## src/design/xts_pkg.sv

```systemverilog
// Shared types, character codes and helpers for the XML token splitter.
`timescale 1ns / 1ps

package xts_pkg;

  localparam logic [7:0] CH_QUESTION = 8'h3F;
  localparam logic [7:0] CH_EQUALS   = 8'h3D;
  localparam logic [7:0] CH_BANG     = 8'h21;
  localparam logic [7:0] CH_SLASH    = 8'h2F;
  localparam logic [7:0] CH_LT       = 8'h3C;
  localparam logic [7:0] CH_GT       = 8'h3E;
  localparam logic [7:0] CH_SPACE    = 8'h20;
  localparam logic [7:0] CH_TAB      = 8'h09;
  localparam logic [7:0] CH_LF       = 8'h0A;
  localparam logic [7:0] CH_CR       = 8'h0D;
  localparam logic [7:0] CH_DQUOTE   = 8'h22;
  localparam logic [7:0] CH_SQUOTE   = 8'h27;

  localparam int LINE_W = 24;
  localparam logic [LINE_W-1:0] LINE_MAX = {LINE_W{1'b1}};

  // Result queue depth; must be at least two so a two-result item fits.
  localparam int QUEUE_DEPTH = 3;

  typedef struct packed {
    logic [7:0]        out_char;
    logic              char_valid;
    logic              token_last;
    logic              eof_token;
    logic [LINE_W-1:0] line_number;
  } result_t;

  // Results caused by one item, handed from the lexer to the queue.
  typedef struct packed {
    logic [1:0] count;
    result_t    res0;
    result_t    res1;
  } lex_out_t;

  function automatic result_t make_result(logic [7:0] ch, logic valid, logic last,
                                          logic eof);
    result_t r;
    r.out_char    = ch;
    r.char_valid  = valid;
    r.token_last  = last;
    r.eof_token   = eof;
    r.line_number = '0;
    return r;
  endfunction

endpackage

```

## src/design/xts_lexer.sv

```systemverilog
// Lexer state and per-byte classification producing up to two results.
`timescale 1ns / 1ps

module xts_lexer (
  input  logic             clk,
  input  logic             rst,
  input  logic             accept,
  input  logic [7:0]       in_char,
  input  logic             end_of_input,
  output xts_pkg::lex_out_t lex
);
  import xts_pkg::*;

  logic              text_mode, text_mode_next;
  logic              token_open, token_open_next;
  logic              in_string, in_string_next;
  logic [7:0]        quote_char, quote_char_next;
  logic [LINE_W-1:0] line_counter, line_counter_next;

  logic    is_lit;
  logic    is_quote;
  logic    is_blank;
  result_t marker;
  result_t r0, r1;
  logic [1:0] n;

  always_comb begin
    is_lit = (in_char == CH_LT) || (in_char == CH_GT) ||
             (!text_mode && ((in_char == CH_QUESTION) || (in_char == CH_EQUALS) ||
                             (in_char == CH_BANG) || (in_char == CH_SLASH)));
    is_quote = (in_char == CH_DQUOTE) || (in_char == CH_SQUOTE);
    is_blank = (in_char == CH_SPACE) || (in_char == CH_TAB);
    marker   = make_result(8'h00, 1'b0, 1'b1, 1'b0);

    text_mode_next    = text_mode;
    token_open_next   = token_open;
    in_string_next    = in_string;
    quote_char_next   = quote_char;
    line_counter_next = line_counter;
    n  = 2'd0;
    r0 = '0;
    r1 = '0;

    if (end_of_input) begin
      if (token_open || in_string) begin
        r0 = marker;
        r1 = make_result(8'h00, 1'b0, 1'b1, 1'b1);
        n  = 2'd2;
      end else begin
        r0 = make_result(8'h00, 1'b0, 1'b1, 1'b1);
        n  = 2'd1;
      end
      token_open_next = 1'b0;
      in_string_next  = 1'b0;
      quote_char_next = 8'h00;
      text_mode_next  = 1'b0;
    end else if (in_string) begin
      n = 2'd1;
      if (in_char == quote_char) begin
        r0 = make_result(in_char, 1'b1, 1'b1, 1'b0);
        in_string_next  = 1'b0;
        token_open_next = 1'b0;
        quote_char_next = 8'h00;
      end else begin
        r0 = make_result(in_char, 1'b1, 1'b0, 1'b0);
      end
    end else if (is_lit) begin
      // End any open token before the one-byte literal token.
      if (token_open) begin
        r0 = marker;
        r1 = make_result(in_char, 1'b1, 1'b1, 1'b0);
        n  = 2'd2;
      end else begin
        r0 = make_result(in_char, 1'b1, 1'b1, 1'b0);
        n  = 2'd1;
      end
      token_open_next = 1'b0;
      text_mode_next  = (in_char == CH_GT);
    end else if (!text_mode && is_quote) begin
      if (token_open) begin
        r0 = marker;
        r1 = make_result(in_char, 1'b1, 1'b0, 1'b0);
        n  = 2'd2;
      end else begin
        r0 = make_result(in_char, 1'b1, 1'b0, 1'b0);
        n  = 2'd1;
      end
      token_open_next = 1'b1;
      in_string_next  = 1'b1;
      quote_char_next = in_char;
    end else if (is_blank) begin
      if (token_open) begin
        n = 2'd1;
        if (text_mode) begin
          r0 = make_result(in_char, 1'b1, 1'b0, 1'b0);
        end else begin
          r0 = marker;
          token_open_next = 1'b0;
        end
      end
    end else begin
      if ((in_char == CH_LF) && (line_counter != LINE_MAX)) begin
        line_counter_next = line_counter + LINE_W'(1);
      end
      if ((in_char == CH_LF) || (in_char == CH_CR)) begin
        // Keep newlines inside a token, skip them otherwise.
        if (token_open) begin
          r0 = make_result(in_char, 1'b1, 1'b0, 1'b0);
          n  = 2'd1;
        end
      end else begin
        r0 = make_result(in_char, 1'b1, 1'b0, 1'b0);
        n  = 2'd1;
        token_open_next = 1'b1;
      end
    end

    r0.line_number = line_counter_next;
    r1.line_number = line_counter_next;
    lex.count = n;
    lex.res0  = r0;
    lex.res1  = r1;
  end

  always_ff @(posedge clk) begin
    if (rst) begin
      text_mode    <= 1'b0;
      token_open   <= 1'b0;
      in_string    <= 1'b0;
      quote_char   <= 8'h00;
      line_counter <= '0;
    end else if (accept) begin
      text_mode    <= text_mode_next;
      token_open   <= token_open_next;
      in_string    <= in_string_next;
      quote_char   <= quote_char_next;
      line_counter <= line_counter_next;
    end
  end

endmodule

```

## src/design/xts_result_queue.sv

```systemverilog
// Small shifting queue of results that parts the input side from the output side.
`timescale 1ns / 1ps

module xts_result_queue (
  input  logic              clk,
  input  logic              rst,
  input  logic              push,
  input  xts_pkg::lex_out_t lex,
  input  logic              out_stall,
  output logic              room,
  output logic              out_valid,
  output xts_pkg::result_t  head
);
  import xts_pkg::*;

  localparam int CW = $clog2(QUEUE_DEPTH + 1);

  result_t       q [QUEUE_DEPTH];
  result_t       q_next [QUEUE_DEPTH];
  logic [CW-1:0] count, count_next;
  logic [CW-1:0] cnt_after;
  logic [CW-1:0] cnt_plus;
  logic          pop;

  assign out_valid = (count != '0);
  assign head      = q[0];

  always_comb begin
    pop       = out_valid && !out_stall;
    cnt_after = count - CW'(pop);
    cnt_plus  = cnt_after + CW'(1);
    // Always leave space for the two results a single beat can cause.
    room      = (cnt_after <= CW'(QUEUE_DEPTH - 2));

    for (int i = 0; i < QUEUE_DEPTH; i++) begin
      q_next[i] = q[i];
    end
    for (int i = 0; i < QUEUE_DEPTH - 1; i++) begin
      if (pop) begin
        q_next[i] = q[i + 1];
      end
    end
    for (int i = 0; i < QUEUE_DEPTH; i++) begin
      if (push && (lex.count != 2'd0) && (CW'(i) == cnt_after)) begin
        q_next[i] = lex.res0;
      end
      if (push && (lex.count == 2'd2) && (CW'(i) == cnt_plus)) begin
        q_next[i] = lex.res1;
      end
    end

    count_next = cnt_after + (push ? CW'(lex.count) : CW'(0));
  end

  always_ff @(posedge clk) begin
    if (rst) begin
      count <= '0;
    end else begin
      count <= count_next;
    end
  end

  always_ff @(posedge clk) begin
    for (int i = 0; i < QUEUE_DEPTH; i++) begin
      q[i] <= q_next[i];
    end
  end

endmodule

```

## src/design/xml_token_splitter_core.sv

```systemverilog
// Top level of the XML token splitter: lexer feeding a result queue.
//
//   channel | direction | handshake          | beat carries
//   input   | in        | in_valid/in_stall   | in_char, end_of_input
//   output  | out       | out_valid/out_stall | out_char, char_valid, token_last,
//           |           |                     | eof_token, line_number
//
// One input beat is taken per cycle while in_stall is low; its results enter the queue
// at that same edge and can leave from the next cycle on.
// A beat that causes two results (a literal or quote closing an open token, end of
// input after an open token) needs two output beats, so the output port sets the
// sustained rate.
// Reset clears lexer state and empties the queue; in_stall is high while the queue
// cannot take two more results, and stalls on the output back up through it.
`timescale 1ns / 1ps

module xml_token_splitter_core (
  input  logic                        clk,
  input  logic                        rst,
  input  logic                        in_valid,
  output logic                        in_stall,
  input  logic [7:0]                  in_char,
  input  logic                        end_of_input,
  output logic                        out_valid,
  input  logic                        out_stall,
  output logic [7:0]                  out_char,
  output logic                        char_valid,
  output logic                        token_last,
  output logic                        eof_token,
  output logic [xts_pkg::LINE_W-1:0]  line_number
);
  import xts_pkg::*;

  lex_out_t lex;
  result_t  head;
  logic     room;
  logic     accept;

  assign in_stall = !room;
  assign accept   = in_valid && room;

  xts_lexer u_lexer (
    .clk          (clk),
    .rst          (rst),
    .accept       (accept),
    .in_char      (in_char),
    .end_of_input (end_of_input),
    .lex          (lex)
  );

  xts_result_queue u_queue (
    .clk       (clk),
    .rst       (rst),
    .push      (accept),
    .lex       (lex),
    .out_stall (out_stall),
    .room      (room),
    .out_valid (out_valid),
    .head      (head)
  );

  assign out_char    = head.out_char;
  assign char_valid  = head.char_valid;
  assign token_last  = head.token_last;
  assign eof_token   = head.eof_token;
  assign line_number = head.line_number;

endmodule

```

## config.mk

```make
export PLATFORM = sky130hd
export DESIGN_NAME = xml_token_splitter_core
export DESIGN_NICKNAME = d
export VERILOG_FILES = /design/src/design/xts_pkg.sv /design/src/design/xts_lexer.sv /design/src/design/xts_result_queue.sv /design/src/design/xml_token_splitter_core.sv
export SDC_FILE = /design/constraint.sdc
export NUM_CORES = 1
export LEC_CHECK = 0
export ABC_CLOCK_PERIOD_IN_PS = 9550
export BUFFER_PORTS_ARGS = -buffer_cell sky130_fd_sc_hd__buf_2
export CORE_MARGIN = 1.5
export CORE_UTILIZATION = 30
export DETAILED_ROUTE_END_ITERATION = 10
export GPL_ROUTABILITY_DRIVEN = 0
export GPL_TIMING_DRIVEN = 1
export PLACE_DENSITY = 0.51
export SLEW_MARGIN = 20
export SYNTH_ARGS = -nofsm -noshare
export SYNTH_HDL_FRONTEND = slang
export SYNTH_HIERARCHICAL = 1
export SYNTH_SLANG_ARGS = --single-unit
```

## constraint.sdc

```tcl
create_clock -name clk -period 9.55 [get_ports clk]
set_clock_uncertainty 0.15 [all_clocks]
set_input_delay 2.865 -clock clk [delete_from_list [all_inputs] [get_ports clk]]
set_output_delay 2.865 -clock clk [all_outputs]
set_load 0.01 [all_outputs]
```

# == Word level (Yosys, flattened, before mapping) ==
# Memory sizes are Yosys's and may differ from the RTL's.
# Cells that the tools add are included.
# classes
n_mux,65
addsub,4
reduce_logical,34
eq_ne,23
order_cmp,1
# op_table
op,n
$mux 35,24
$mux 24,6
$eq 8x6->1 const B,9
$mux 26,2
$mux 8,5
$mux 25,1
$add 24x1->24 const B,1
$eq 8x4->1 const B,3
$ne 24x24->1 const B,1
$mux 1,19
$mux 2,8
$logic_and 1x1->1,13
$logic_or 1x1->1,9
$eq 8x8->1,1
$ne 6x2->1 const B,1
$reduce_and 3->1,2
$reduce_bool 2->1,3
$eq 1x2->1 const A,2
$eq 2x2->1 const A,2
$logic_not 2->1,2
$reduce_and 4->1,1
$logic_not 1->1,3
$ne 3x2->1 const B,1
$ne 3x3->1 const B,1
7 further kinds,7
# totals
register_bits,37
mem_bits_rw,105
memories,1
# mem_list
name,words,word_bits,rd,rd_ports_with_merged_regs,write_ports,line,source
u_queue.q,3,35,3,0,3,xts_result_queue.sv:18,result_t q [QUEUE_DEPTH];

# == Depth between registers and ports, before layout ==
# depth
depth_word,14
ltp_mapped,14

# == Hierarchy ==
# The synthesis kept the hierarchy.
# by_module_without_submodules
mod,area_per_inst_um2,n_inst,cells_per_inst,seq_area_each_um2
xts_result_queue,5526.6,1,523,3193.1
xts_lexer,2990.4,1,384,700.7
xml_token_splitter_core,10.0,1,2,0.0

# == Worst setup path after synthesis ==
# Ideal clock, no wire load.
# synth_path
kind,input port to flip-flop
startpoint,input port in_char[0]
endpoint,memory u_queue/q[0][100] in the netlist's numbering (enable)
required_ns,8.919
cell_stages,9
setup_ns,0.481
t_arrival_ns,7.133
n_path_buf,1
setup_slack_ns,1.786
path_cell_list,buf_2 -> or3_1 -> or3b_1 -> a21o_1 -> nor4_1 -> o31ai_1 -> nor3_1 -> o21ai_0 -> a21boi_0
# synth_rtl
element,line,source
"start, declared",xml_token_splitter_core.sv:22,"input logic [7:0] in_char,"
"end, declared",xts_result_queue.sv:18,

# == Final worst setup path ==
# layout_path
startpoint,input port out_stall
endpoint,output port in_stall
# layout_between
elab_chain_len,5
# layout_rtl
element,line,source
"start, declared",xml_token_splitter_core.sv:25,"input logic out_stall,"
$logic_not 1->1,xts_result_queue.sv:29,pop = out_valid && !out_stall;
$logic_and 1x1->1,xts_result_queue.sv:29,
$sub 2x1->2,xts_result_queue.sv:30,cnt_after = count - CW'(pop);
$le 2x1->1,xts_result_queue.sv:33,room = (cnt_after <= CW'(QUEUE_DEPTH - 2));
named net room,xml_token_splitter_core.sv:36,logic room;
$logic_not 1->1,xml_token_splitter_core.sv:39,assign in_stall = !room;
"end, declared",xml_token_splitter_core.sv:21,"output logic in_stall,"
# The timed path passes the listed nets, and every way through them passes these cells.

==> flow_summary.rst <==
.. list-table::
   :header-rows: 1

   * - Metric
     - Value
   * - Type of the worst min-delay path
     - reg2reg
   * - Gate Count Post-Synth
     - a little over 900
   * - Final cycle utilization of the critical path
     - 0.748
   * - Crit path capture type
     - output pin
   * - Max Root-Sink Buffers
     - 2
   * - Share of flip-flops with an asynchronous set or reset
     - 0
   * - Endpoints failing setup
     - 0
   * - CTS root buffer
     - clkbuf_16
   * - Routed Antenna Nets
     - 0
   * - Placeable core area
     - around 28000 sq um
   * - Worst min-delay path startpoint
     - u_lexer/quote_char[3]
   * - Average wire length per cell after detail routing
     - ~15 um
   * - Worst Setup Start Kind
     - input pin
   * - Flip-flop and latch count after synthesis
     - between 100 and 150
   * - Cells along the critical path
     - buf_2 -> nand2b_1 -> inv_1 -> ha_1 -> xor2_2 -> inv_2 -> inv_1 -> buf_2
   * - GRT Util Overall
     - 0.134
   * - Total design power
     - ~2.3 mW
   * - Clock-pin slew of the registers on the worst-case setup and hold paths
     - roughly 60 ps
   * - H-tree depth reported by CTS
     - 4
   * - Clock insertion delay at the later pin of the skew report
     - 410 ps
   * - Via count
     - ~6100
   * - Cell Area, Synth
     - about 8500 sq um
   * - Cts-stage hold buffer count
     - 0
   * - Die Area
     - 29400 sq um
   * - Hold path endpoint
     - u_lexer/quote_char[3]
   * - Initial core utilization
     - 0.306
   * - Global-route wire length before repair
     - ~30000 um
   * - Number of distinct library cells after synthesis
     - 68
   * - Number of antenna violations at the first check in global routing
     - 0
   * - Number of global-route vias before repair
     - between 5000 and 6000
   * - Number of DRC violations after detailed routing
     - 0
   * - Number of DRC markers after the initial detailed-route iteration
     - approximately 450
   * - Max incr delay on CP
     - ~380 ps
   * - Net switching share of the total power
     - 0.311
   * - Critical Path Fanout Max
     - 8
   * - Total negative setup slack
     - 0 ps
   * - Worst Tran Pin Value
     - approximately 940 ps
   * - Overflow left after global routing
     - 0
   * - Highest achievable clock rate
     - between 100 and 150 MHz
   * - Area delta synth->final
     - 7.48%
   * - Top-Level Pins
     - 50
   * - Crit-path slowest cell
     - xor2_2
   * - Instance area after placement
     - around 8500 sq um
   * - Detailed placer's ending HPWL
     - ~12000 um
   * - Num CTS Buffers
     - 17
   * - Length in cells of the worst reg-to-reg path
     - 8
   * - Worst IR drop on VDD
     - 0.000125 V
   * - Routed wire length
     - 19300 um
   * - Final worst path period need
     - 7150 ps
   * - Leakage Power
     - between 3 and 4 nW
   * - Share of layout cells above drive strength 1
     - 0.171
   * - Util after Layout
     - 0.329
   * - Worst hold path cell count
     - 1
   * - Outcome
     - finished clean
   * - Cells resized by post-CTS repair
     - 0
   * - Horizontal die dimension
     - about 170 um
   * - Vert. Die Dim
     - between 150 and 200 um
   * - Count of port buffers added during placement
     - between 40 and 50
   * - Placement row count
     - 61
   * - Part of the power in the clock network
     - 0.307
   * - Clock tree from TritonCTS
     - done
   * - Power per cell area
     - between 200 and 300 nW/um^2
   * - TritonCTS Sinks
     - about 140
   * - Diodes inserted
     - 0
   * - Number of max-slew violations in the final report
     - 0
   * - Maximum number of pins on one net before global-route repair
     - roughly 70
   * - Worst slew margin
     - 0.373
   * - Unrepaired setup endpoints after global routing
     - no
   * - Worst r2r dst
     - u_queue/q[0][4]
   * - Internal power summed over all cells
     - 1.59 mW
   * - Number of enable flip-flop cells after synthesis
     - 105
   * - Primary flip-flop cell chosen by synthesis mapping
     - edfxtp_1
   * - Synth Warn #
     - 6
   * - Setup Crit Path Kind
     - in2out
   * - Combinational Power Share
     - 0.269
   * - Required time at the worst-slack endpoint
     - 6540 ps
   * - DR vias/cell
     - roughly 4.8
   * - Startpoint of the most critical register-to-register path
     - u_lexer/text_mode
   * - Final Hold Vio Count
     - 0
   * - Sequential element share of the synthesized area
     - 0.457
   * - Signal arrival time at the worst endpoint
     - just over 4000 ps
   * - Number of buffers and inverters on the critical path
     - 5
   * - Largest delay contributor family on the critical path
     - buffers and inverters
   * - Reported net switching power
     - 0.719 mW
   * - Final worst hold slack
     - around 340 ps
   * - Mean post-synth cell area
     - roughly 9.4 sq um
   * - Proportion of power drawn by flip-flops and latches
     - 0.424
   * - Number of detailed-routing iterations run before antenna repair
     - 5
   * - Setup slack of the most critical reg-to-reg path
     - 5340 ps
   * - # Post-CTS Setup Buffers
     - 0
   * - Max-cap violation count
     - 0
   * - Non-Filler Cell Area, Final
     - 9170 sq um
   * - Final nets
     - 880
## registers in the layout, summed over array words and instances, names as in the netlist
register / count
u_queue/q: 105
u_lexer/line_counter: 24
u_lexer/quote_char: 8
u_queue/count: 2
u_lexer/in_string: 1
u_lexer/text_mode: 1
u_lexer/token_open: 1
## Yosys cell counts (3+ instances only)
master / instances / area [sq um]
a211oi_1: 10 / 75.1
a21o_1: 3 / 22.5
a21oi_1: 22 / 110
a31oi_1: 73 / 457
and2_1: 18 / 113
and3_1: 5 / 31.3
and4_1: 7 / 61.3
buf_2: 19 / 95.1
buf_4: 64 / 480
buf_6: 10 / 113
clkbuf_1: 25 / 93.8
dfxtp_1: 37 / 741
edfxtp_1: 105 / 3150
inv_1: 5 / 18.8
mux2_1: 3 / 33.8
mux2_2: 36 / 405
nand2_1: 166 / 623
nand2b_1: 10 / 62.6
nand3_1: 12 / 60.1
nand4_1: 16 / 100
nor2_1: 109 / 409
nor2b_1: 12 / 75.1
nor3_1: 12 / 60.1
nor4_1: 4 / 25.0
nor4_2: 3 / 37.5
nor4b_2: 3 / 45.0
o211ai_1: 3 / 22.5
o21ai_0: 11 / 55.1
o31ai_1: 3 / 22.5
or3_1: 8 / 50.1
xnor2_1: 30 / 263
xor2_1: 18 / 158
## metrics by stage
step | instances | worst slack [ps]
after global placement | 1224 | 2390
final | 1255 | 2400
after floorplan | 910 | 1790
after detailed placement | 1224 | 2360
after CTS | 1255 | 2360
after global routing | 1255 | 2280
## worst max-delay path by stage
| stage | start | end | slack (ps) | cells past startpoint |
|---|---|---|---|---|
| floorplan | in_char[0] | u_queue/q[0][100] | 1790 | 9 |
| global placement | out_stall | in_stall | 2390 | 8 |
| detailed placement | in_char[5] | u_queue/q[0][4] | 2360 | 9 |
| CTS | out_stall | in_stall | 2360 | 8 |
| global route | out_stall | in_stall | 2280 | 8 |
| finish | out_stall | in_stall | 2400 | 8 |
## area by class of cell
class	instances	area (sq um)
fill	2847	18700
clock inverter	12	194
clock buffer	19	433
inverter	6	22.5
timing repair buffer	56	298
tap	378	473
sequential	142	3890
multi-input combinational	642	3850
## power groups by stage
stage	clock network, mW	registers [mW]	logic (mW)
global placement	0	0.996	0.622
global route	0.753	1.00	0.690
floorplan	0	0.987	0.537
detailed placement	0	0.996	0.633
finish	0.710	0.981	0.622
CTS	0.727	0.984	0.635
## cells in the final DEF, fill, tap and decap left out, types with 7 or more instances in the layout
| cell type | n |
|---|---|
| edfxtp_1 | 105 |
| dfxtp_1 | 37 |
| a211oi_1 | 10 |
| nor2b_1 | 12 |
| buf_4 | 7 |
| a21oi_1 | 22 |
| xnor2_1 | 30 |
| nand2_1 | 166 |
| nand3_1 | 10 |
| nor2_1 | 109 |
| nand2b_1 | 10 |
| a31oi_1 | 73 |
| and4_1 | 7 |
| xor2_1 | 18 |
| or3_1 | 8 |
| and2_1 | 18 |
| mux2_2 | 36 |
| buf_2 | 49 |
| nand4_1 | 16 |
| o21ai_0 | 11 |
| clkbuf_16 | 17 |
| nor3_1 | 12 |
## layer usage
metal  track usage  part of all wire  vias up
met5             0                 0        -
met4        0.0442             0.016        0
met3        0.0327             0.049       21
met2         0.205              0.44      151
met1         0.183              0.49     2831
li1              -                 -     3076
## logic make-up after synthesis
logic type | Yosys count | share of synthesized area
DFF | 142 | 0.457
muxes | 39 | 0.0515
buffers and inverters | 126 | 0.0954
and+or+nand+nor | 411 | 0.236
AOI/OAI and AO/OA | 139 | 0.106
other | 1 | 0.000440
adders and majority gates | 2 | 0.00293
xor gates and xnor gates | 49 | 0.0512
No activity file was read; power rests on OpenSTA's default activity.
